File: src/hdl/magic_multiplier_checker_core_assert.svh
// Assertion macros shared by the checker RTL.
`ifndef MAGIC_MULTIPLIER_CHECKER_CORE_ASSERT_SVH
`define MAGIC_MULTIPLIER_CHECKER_CORE_ASSERT_SVH

// Same-cycle implication under asynchronous active-low reset.
`define MMC_ASSERT_IMPL(lbl, clk_s, rst_n, ante, cons, msg) \
	lbl: assert property (@(posedge clk_s) disable iff (!rst_n) (ante) |-> (cons)) \
		else $error(msg);

// Next-cycle implication under asynchronous active-low reset.
`define MMC_ASSERT_NEXT(lbl, clk_s, rst_n, ante, cons, msg) \
	lbl: assert property (@(posedge clk_s) disable iff (!rst_n) (ante) |=> (cons)) \
		else $error(msg);

`endif

File: src/hdl/mmc_pkg.sv
// Shared types, constants and board geometry functions of the multiplier checker.
`default_nettype none
package mmc_pkg;

	localparam int SQ_W       = 6;
	localparam int BITS_W     = 5;
	localparam int CAND_W     = 64;
	localparam int EPOCH_W    = 8;
	localparam int CFG_IDX_W  = 2;
	localparam int CFG_DATA_W = 6;
	localparam int FIFO_DEPTH = 2;
	localparam int FIFO_PTR_W = 1;
	localparam int FIFO_CNT_W = 2;

	localparam logic [CFG_IDX_W-1:0] REG_SQUARE = 2'd0;
	localparam logic [CFG_IDX_W-1:0] REG_KIND   = 2'd1;
	localparam logic [CFG_IDX_W-1:0] REG_BITS   = 2'd2;

	localparam logic [3:0] INDEX_BITS_RESET = 4'd12;

	localparam int STEP_R [8] = '{0, 0, 1, -1, 1, 1, -1, -1};
	localparam int STEP_F [8] = '{1, -1, 0, 0, 1, -1, 1, -1};

	typedef struct packed {
		logic [SQ_W-1:0] square;
		logic            kind;
		logic [3:0]      index_bits;
	} cfg_t;

	function automatic logic on_board(input int r, input int f);
		return (r >= 0) && (r <= 7) && (f >= 0) && (f <= 7);
	endfunction

	// Mask mode: relevant squares without the edge square of each ray.
	// Otherwise: attack set, each ray ending on its first blocker.
	function automatic logic [63:0] walk_rays(input logic [SQ_W-1:0] sq, input logic kind,
			input logic [63:0] blk, input logic mask_mode);
		logic [63:0] set;
		int rank;
		int file;
		int base;
		int dr;
		int df;
		int r;
		int f;
		logic stop;
		set  = '0;
		rank = int'(sq[5:3]);
		file = int'(sq[2:0]);
		base = kind ? 4 : 0;
		for (int d = 0; d < 4; d++) begin
			dr   = STEP_R[base + d];
			df   = STEP_F[base + d];
			stop = 1'b0;
			for (int s = 1; s < 8; s++) begin
				r = rank + dr * s;
				f = file + df * s;
				if (!stop) begin
					if (!on_board(r, f)) begin
						stop = 1'b1;
					end else if (mask_mode && !on_board(r + dr, f + df)) begin
						stop = 1'b1;
					end else begin
						set[6'(r * 8 + f)] = 1'b1;
						if (!mask_mode && blk[6'(r * 8 + f)]) begin
							stop = 1'b1;
						end
					end
				end
			end
		end
		return set;
	endfunction

endpackage
`default_nettype wire

File: src/hdl/mmc_fifo.sv
// Two-entry candidate queue between the intake and the search engine.
`default_nettype none
module mmc_fifo (
	input  wire logic                      clk,
	input  wire logic                      arst_n,
	input  wire logic                      push_valid,
	output logic                           push_stall,
	input  wire logic [mmc_pkg::CAND_W-1:0] push_data,
	output logic                           pop_valid,
	input  wire logic                      pop_stall,
	output logic [mmc_pkg::CAND_W-1:0]     pop_data
);

	logic [mmc_pkg::CAND_W-1:0]     data_q [mmc_pkg::FIFO_DEPTH];
	logic [mmc_pkg::FIFO_PTR_W-1:0] wr_ptr_q;
	logic [mmc_pkg::FIFO_PTR_W-1:0] rd_ptr_q;
	logic [mmc_pkg::FIFO_CNT_W-1:0] cnt_q;
	logic                           push;
	logic                           pop;

	assign push_stall = (cnt_q == mmc_pkg::FIFO_CNT_W'(mmc_pkg::FIFO_DEPTH));
	assign pop_valid  = (cnt_q != '0);
	assign pop_data   = data_q[rd_ptr_q];
	assign push       = push_valid && !push_stall;
	assign pop        = pop_valid && !pop_stall;

	always_ff @(posedge clk or negedge arst_n) begin
		if (!arst_n) begin
			wr_ptr_q <= '0;
			rd_ptr_q <= '0;
			cnt_q    <= '0;
		end else begin
			if (push) begin
				wr_ptr_q <= wr_ptr_q + 1'b1;
			end
			if (pop) begin
				rd_ptr_q <= rd_ptr_q + 1'b1;
			end
			if (push && !pop) begin
				cnt_q <= cnt_q + 1'b1;
			end else if (pop && !push) begin
				cnt_q <= cnt_q - 1'b1;
			end
		end
	end

	always_ff @(posedge clk) begin
		if (push) begin
			data_q[wr_ptr_q] <= push_data;
		end
	end

endmodule
`default_nettype wire

File: config.mk
export PLATFORM = sky130hd
export DESIGN_NAME = mmc_fifo
export DESIGN_NICKNAME = d
export VERILOG_FILES = /design/src/hdl/magic_multiplier_checker_core_assert.svh /design/src/hdl/mmc_pkg.sv /design/src/hdl/mmc_fifo.sv
export SDC_FILE = /design/constraint.sdc
export NUM_CORES = 1
export LEC_CHECK = 0
export BUFFER_PORTS_ARGS = -buffer_cell sky130_fd_sc_hd__buf_2
export CAP_MARGIN = 10
export CORE_ASPECT_RATIO = 1.2
export CORE_MARGIN = 3
export CORE_UTILIZATION = 50
export DETAILED_ROUTE_END_ITERATION = 10
export PLACE_DENSITY = 0.76
export SETUP_SLACK_MARGIN = 0.02
export SLEW_MARGIN = 20
export SYNTH_ARGS = -nofsm -noshare
export SYNTH_HDL_FRONTEND = slang
export SYNTH_SLANG_ARGS = --single-unit
File: constraint.sdc
create_clock -name clk -period 5.15 [get_ports clk]
set_input_delay 0.2575 -clock clk [delete_from_list [all_inputs] [get_ports clk]]
set_output_delay 0.2575 -clock clk [all_outputs]
set_load 0.01 [all_outputs]
==> results of run 1 <==
## power breakdown
part,internal (mW),switching [mW]
Clock,0.703,0.412
Combinational,0.573,0.525
Sequential,1.48,0.106
## timing repair
action / in CTS / in global routing
endpoints found under the hold margin: 4 / 0
buffers inserted: 0 / 0
gates resized for setup: 0 / 0
hold buffers: 1 / 0
## how the worst max path moves through the flow
| stage | from | to | cells after the start |
|---|---|---|---|
| 5_1_grt | cnt_q[0]$_DFFE_PN0P_ | data_q[0][46]$_DFFE_PP_ | 4 |
| 6_report | cnt_q[0]$_DFFE_PN0P_ | data_q[0][9]$_DFFE_PP_ | 4 |
| 3_3_place_gp | cnt_q[0]$_DFFE_PN0P_ | data_q[0][35]$_DFFE_PP_ | 4 |
| 2_1_floorplan | cnt_q[0]$_DFFE_PN0P_ | data_q[0][0]$_DFFE_PP_ | 3 |
| 4_1_cts | rd_ptr_q$_DFFE_PN0P_ | pop_data[47] | 2 |
| 3_5_place_dp | cnt_q[0]$_DFFE_PN0P_ | data_q[0][44]$_DFFE_PP_ | 4 |
## final cells by class
cell class | instances | area [µm²] | area share (%)
sequential | 132 | 3948 | 61.63
multi-input combinational | 77 | 1012 | 15.80
clock inverter | 15 | 140.1 | 2.188
tap | 123 | 153.9 | 2.403
inverter | 2 | 7.507 | 0.1172
timing repair buffer | 137 | 718.2 | 11.21
clock buffer | 17 | 425.4 | 6.642
## synth_stat cells (2+ instances only)
library cell	number	area share (%)
mux2_4	50	15
nor2_1	2	0.15
dfrtp_1	4	2.0
xor2_1	2	0.35
buf_6	6	1.3
inv_1	2	0.15
xnor2_1	3	0.52
mux2_2	14	3.1
edfxtp_1	128	76
## cell families after synthesis
| group | count (synthesis) |
|---|---|
| xor gates and xnor gates | 5 |
| adders and majority gates | 1 |
| buffers and inverters | 9 |
| DFF | 132 |
| muxes | 64 |
| and+or+nand+nor | 7 |
## layer usage
| layer | share of wire, % | wire (µm) |
|---|---|---|
| met4 | 2.0 | 165 |
| met3 | 6.7 | 552 |
| met1 | 39 | 3157 |
| met2 | 53 | 4302 |
| met5 | 0.15 | 12 |
## state kept, by name (all words and copies together), names as in the netlist
| signal | cells |
|---|---|
| data_q | 128 |
| wr_ptr_q | 1 |
| rd_ptr_q | 1 |
| cnt_q | 2 |
## stage by stage
stage	setup slack (ps)	area (µm²)	power, mW	util [%]	instances
global placement	2932	5802	2.682	60.05	469
floorplan	1365	5027	2.379	-	218
detailed placement	2857	5802	2.711	60.05	469
global route	2749	6405	3.978	66.29	503
CTS	2671	6377	3.838	66.01	502
finish	2898	6405	3.794	66.29	503
## worst max-delay path, delay by kind of cell (launching register included)
kind	cells	cell delay (ps)
simple gates	3	870
buf+inv	1	570
flops	1	400
==> impl_results.md, run 1 <==
- CP Data Arrival Time: 2290 ps
- Num Clock Sinks: 132
- Max Slew Vio Count: 0
- Grt total ovfl: 0
- Synth Area in Compound Gates: 0%
- Max incr delay on CP: 570 ps
- Root Buffer Master: clkbuf_16
- Measured slew at the worst slew-check pin: 709.2 ps
- Hold depth: 1
- Port Buffers: 133
- RSZ-0062 raised after global routing: no
- Worst EP required: 5190 ps
- Pin count of the biggest net entering global routing: 66
- Critical path's slowest cell: nor2_4
- GPL Wtd Cong: 0.6993
- Initial antenna violation count: 1
- Clock slew at reported path FFs: 60 ps
- Aggregate global-route resource usage: 14.79%
- WL final: 8191 µm
- Hold Startpoint: push_data[44]
- Worst hold-check path type: primary input to flip-flop
- Busiest grt layer: met2
- TritonCTS clock tree: built
- H-tree levels: 4
- Reg2reg path depth: 4
- # IOs: 134
- Vias: 2453
- CTS Buffer Depth: 2
- Final #Nets: 436
- CP max FO: 40
- Yosys reg bits: 132
- CTS buffer count: 17
- Fmax: 0.4440 GHz
- R2R setup slack: 2900 ps
- Post-route ant nets: 0
- Post-route minimum period: 2252 ps
- Syn nets: 287
- Drt first pass iters: 4
- EDFF count, synth: 128
- Adder-Cell Fraction of Synth Area: 0.2489%
- Async set-reset flop share out of synthesis: 3.030%
- Final hold slack: 38.76 ps
- Critical R2R Launch: cnt_q[0]$_DFFE_PN0P_
- Unique masters post-synth: 16
- Die height: 115.8 µm
- Hold endpoint: data_q[1][44]$_DFFE_PP_
- Peak VDD IR: 393.7 µV
- Syn Area/Cell: 23.06 µm²
- Final setup vio count: 0
- Startpoint types: flip-flop
- Synthesis-to-finish area growth: 27.40%
- Detail Placement HPWL: 5334 µm
- Diodes inserted: 0
- Most frequent cells in the layout: buf_2, edfxtp_1, mux2_4, clkbuf_16, mux2_2
- Placeable Area: 9662 µm²
- Status: finished, final reports clean
- DRC Markers: 0
- Synth warn: 0
- Final Cycle Share: 43.74%
- GR Util met1: 16.54%
- Post-synthesis instance total: 218
- Largest family of logic cells by synthesized area: multiplexers
- Share of cells above drive strength 1: 61.58%
- Max_slew headroom: 52.61%
- Hold Vio Cnt, Final: 0
- Pwr dens: 592.3 nW/µm²
- Dominant synthesized flop cell: edfxtp_1
- Crit Path Category: flip-flop to flip-flop
- Initial Utilization: 52.03%
- First-pass GRT wire length: 12450 µm
- Worst path cell trace: nand2b_1 -> nand2_1 -> nor2_4 -> buf_4
- Routed len/inst: 16.28 µm
- Sequential-to-total area share from yosys stat: 78.45%
- GRT met2 Usage: 24.19%
- Row count: 39
- Post-synthesis mux area share: 18.07%
- Vias per cell: 4.877
- Filler Cell Count: 698
- Worst Setup End Kind: flip-flop
- Max-cap violations: 0
- Post-synthesis instance area: 5027 µm²
- Number of global-route vias before repair: 2538
- Reg2reg end: data_q[0][9]$_DFFE_PP_
- Skew final: 7.423 ps
- Pleak: 2.569 nW
- Met3 GRT Util: 5.539%
- Post-Synth XOR/XNOR Area: 0.8711%
- Simple-Gate Fraction of Synth Area: 0.7715%
- Clk Latency, worst-skew pair: 400 ps
- Most common cell after layout, fill and taps aside: buf_2
- Horiz. Die Dim: 97.54 µm
- DRT iter0 DRCs: 106
- Setup tns final: 0 ps
- Die area: 11300 µm²
(Power assumes the default switching activity.)
==> run 2: changes to the inputs <==
ABC_AREA = 1   (was not set)
PLACE_DENSITY = 0.77   (was 0.76)
clock period = 2.4 ns   (was 5.15 ns; I/O delays follow)
==> run 2 against run 1 <==
Clock skew fell by 1.9 ps. Routed wire length rose by 22%. Cell area rose by 8.2%. Sequential share of layout area fell by 4.7 points. Via count rose by 37%. Clock-buffer cell count rose by 3. Register-to-register slack got worse by 2300 ps. Sequential power rose by 110%. Worst hold slack improved by 18 ps. First-iteration DRC count rose by 120%. Critical endpoint is now pop_data[11].
==> impl_results.md, run 2 <==
- Top cell types by occurrence after synthesis: nand2_1, edfxtp_1, buf_4, inv_1, buf_2
- Synthesis-to-finish area growth: 41.92%
- Worst EP required: 2280 ps (-2910 ps)
- Syn Area/Cell: 13.31 µm² (-42%)
- Final Cycle Share: 81.66%
- Synth area leader: edfxtp_1
- Initial Utilization: 52.67% (+0.64 points)
- Filler Cell Count: 585 (-16%)
- Die area: 10990 µm² (-2.7%)
- CP dominant cell by count: nand2_1
- Async set-reset flop share out of synthesis: 3.030% (unchanged)
- Post-route minimum period: 1960 ps
- Skew final: 5.524 ps (-1.899 ps)
- Yosys reg bits: 132 (unchanged)
- Final core occ: 74.75% (+8.5 points)
- Horiz. Die Dim: 96.22 µm (-1.4%)
- Syn nets: 436 (+52%)
- WL final: 9985 µm (+22%)
- Synth warn: 0 (unchanged)
- Die height: 114.3 µm (-1.4%)
- Num Clock Sinks: 132 (unchanged)
- First-pass GRT wire length: 15600 µm (+25%)
- Worst hold-check path type: primary input to flip-flop
- Post-synthesis instance total: 367 (+68%)
- Fmax: 0.5103 GHz
- Sequential-to-total area share from yosys stat: 80.76% (+2.3 points)
- Pwr dens: 1184 nW/µm² (+100%)
- Pleak: 3.018 nW (+17%)
- Grt total ovfl: 0 (unchanged)
- Max incr delay on CP: 580 ps (about the same)
- Worst path cell trace: buf_4 -> nand2_1 -> nand2_1 -> buf_2
- Max Slew Vio Count: 0 (unchanged)
- Clk Latency, worst-skew pair: 500 ps (+100 ps)
- CTS buffer count: 17 (unchanged)
- Row count: 38 (-2.6%)
- DRC Markers: 0 (unchanged)
- Vias: 3353 (+37%)
- Post_cts resized: 0 (unchanged)
- Startpoint types: flip-flop
- Pin count of the biggest net entering global routing: 66 (unchanged)
- Aggregate global-route resource usage: 19.21% (+4.4 points)
- Routed len/inst: 14.06 µm (-14%)
- Post-synth top area share: 78.71% (+2.3 points)
- Post-synthesis instance area: 4883 µm² (-2.9%)
- Root Buffer Master: clkbuf_8
- Initial antenna violation count: 0 (-1)
- Number of global-route vias before repair: 3467 (+37%)
- Worst Setup End Kind: output pin
- # IOs: 134 (unchanged)
- Max reg flops: 128 (unchanged)
- Max_slew headroom: 52.68% (+0.070 points)
- Setup tns final: 0 ps (unchanged)
- Crit Path Category: flip-flop to output pin
- H-tree levels: 4 (unchanged)
- Diodes inserted: 0 (unchanged)
- Clk pwr share: 29.5% (about the same)
- Crit path max-delay family: buffers and inverters
- Post-CTS setup buffer count: 0 (unchanged)
- CTS Buffer Depth: 2 (unchanged)
- Total net switching power: 2.616 mW (+150%)
- Combinational share of power: 30.6% (+1.7 points)
- Dominant synthesized flop cell: edfxtp_1
- Final #Nets: 646 (+48%)
- WP buf/inv: 2 (+1)
- Hold Vio Cnt, Final: 0 (unchanged)
- EDFF count, synth: 128 (unchanged)
- Vias per cell: 4.723 (-3.2%)
- Share of cells above drive strength 1: 28.64% (-33 points)
- CP max FO: 65 (+63%)
- Largest registers: data_q: 128 flops, cnt_q: 2 flops
- Peak VDD IR: 894.2 µV (+130%)
- Status: finished, final reports clean
- Placeable Area: 9271 µm² (-4.0%)
- Design Power: 8.206 mW (+120%)
- CP Data Arrival Time: 1840 ps (-450 ps)
- Unique masters post-synth: 13 (-3)
- Drt first pass iters: 4 (unchanged)
- Post-route ant nets: 0 (unchanged)
- Measured slew at the worst slew-check pin: 709.9 ps (+0.6374 ps)
- Top-count cell post-synth: nand2_1
- Int Pwr: 5.591 mW (+100%)
- Critical path's slowest cell: buf_4
- Biggest register: data_q
- DRT iter0 DRCs: 237 (+120%)
- RSZ-0062 raised after global routing: no
- Sw Ratio: 31.87% (+4.4 points)
- Detail Placement HPWL: 5583 µm (+4.7%)
- Port Buffers: 133 (unchanged)
- TritonCTS clock tree: built
- GPL Wtd Cong: 0.7184 (+2.7%)
- Main area contributors after synthesis: edfxtp_1, nand2_1, dfrtp_1, buf_4, buf_2
- Max-cap violations: 0 (unchanged)
- Clock slew at reported path FFs: 50 ps (about the same)
- Final setup vio count: 0 (unchanged)
- Most common cell after layout, fill and taps aside: nand2_1
- Sequential power share: 39.9% (-1.8 points)
- Most frequent cells in the layout: nand2_1, buf_2, edfxtp_1, dlygate4sd3_1, clkbuf_16
## run 2: cell count changes after synthesis, moves of 2 or more
cell     before  now
mux2_4       50    0
xor2_1        2    0
inv_1         2    8
buf_2         1    6
mux2_2       14    0
nand3_1       0    2
buf_6         6    0
nand2_1       1  203
xnor2_1       3    1
buf_4         0    8
## run 2: layer usage
metal	vias to the layer above	routed length, µm	global-route usage (%)
met5	-	0	0
met2	127	5249	34.73
met3	20	620	5.786
li1	1652	-	-
met1	1554	3931	20.06
met4	0	183	8.539
## run 2: cell type report
cell class / count / area [µm²] / share of cell area, %
clock buffer: 20 / 425.4 / 6.138
clock inverter: 12 / 137.6 / 1.986
inverter: 9 / 37.54 / 0.5416
multi-input combinational: 212 / 823.3 / 11.88
sequential: 132 / 3945 / 56.92
tap: 120 / 150.1 / 2.166
timing repair buffer: 205 / 1411 / 20.36
## run 2: stage by stage
step,instances,hold slack [ps],area (µm²),worst slack (ps)
2_1_floorplan,367,-175.6,4895,252.9
3_3_place_gp,611,-68.20,5697,698.3
3_5_place_dp,611,-67.84,5697,648.5
4_1_cts,710,25.15,6930,411.9
5_1_grt,710,67.86,6930,274.1
6_report,710,56.69,6930,440.2
## run 2: logic make-up after synthesis
group                      count (synthesis)  synth area share, %
and+or+nand+nor                          209                16.17
DFF                                      132                80.76
buffers and inverters                     23                2.537
AOI/OAI and AO/OA                          1               0.1024
xor gates and xnor gates                   1               0.1794
adders and majority gates                  1               0.2562
## run 2: worst paths after layout
check	startpoint	end	slack, ps	cells past startpoint
worst max-delay path	rd_ptr_q$_DFFE_PN0P_	pop_data[11]	440	4
worst min-delay path	push_valid	wr_ptr_q$_DFFE_PN0P_	60	5
worst max register to register	cnt_q[1]$_DFFE_PN0P_	data_q[1][48]$_DFFE_PP_	640	4
worst min register to register	cnt_q[1]$_DFFE_PN0P_	cnt_q[1]$_DFFE_PN0P_	490	2
max in group asynchronous	arst_n	rd_ptr_q$_DFFE_PN0P_	1680	3
min in group asynchronous	arst_n	cnt_q[1]$_DFFE_PN0P_	530	3
## run 2: repair_timing
action	4_1_cts	5_1_grt
hold buffers	67	0
setup endpoints to repair	0	0
endpoints found under the hold margin	133	0
## run 2: worst register-to-register path, stage by stage (launching register included)
cell and delay [ps]:
dfrtp_1 370, inv_1 110, o21ai_0 170, nor2_4 420
buf_12 330
## run 2: power by group through the flow
stage,registers (mW),clock network (mW),logic [mW]
floorplan,3.30,0,1.48
global placement,3.29,0,2.39
detailed placement,3.31,0,2.43
CTS,3.27,2.45,2.53
global route,3.31,2.58,2.80
finish,3.27,2.42,2.51
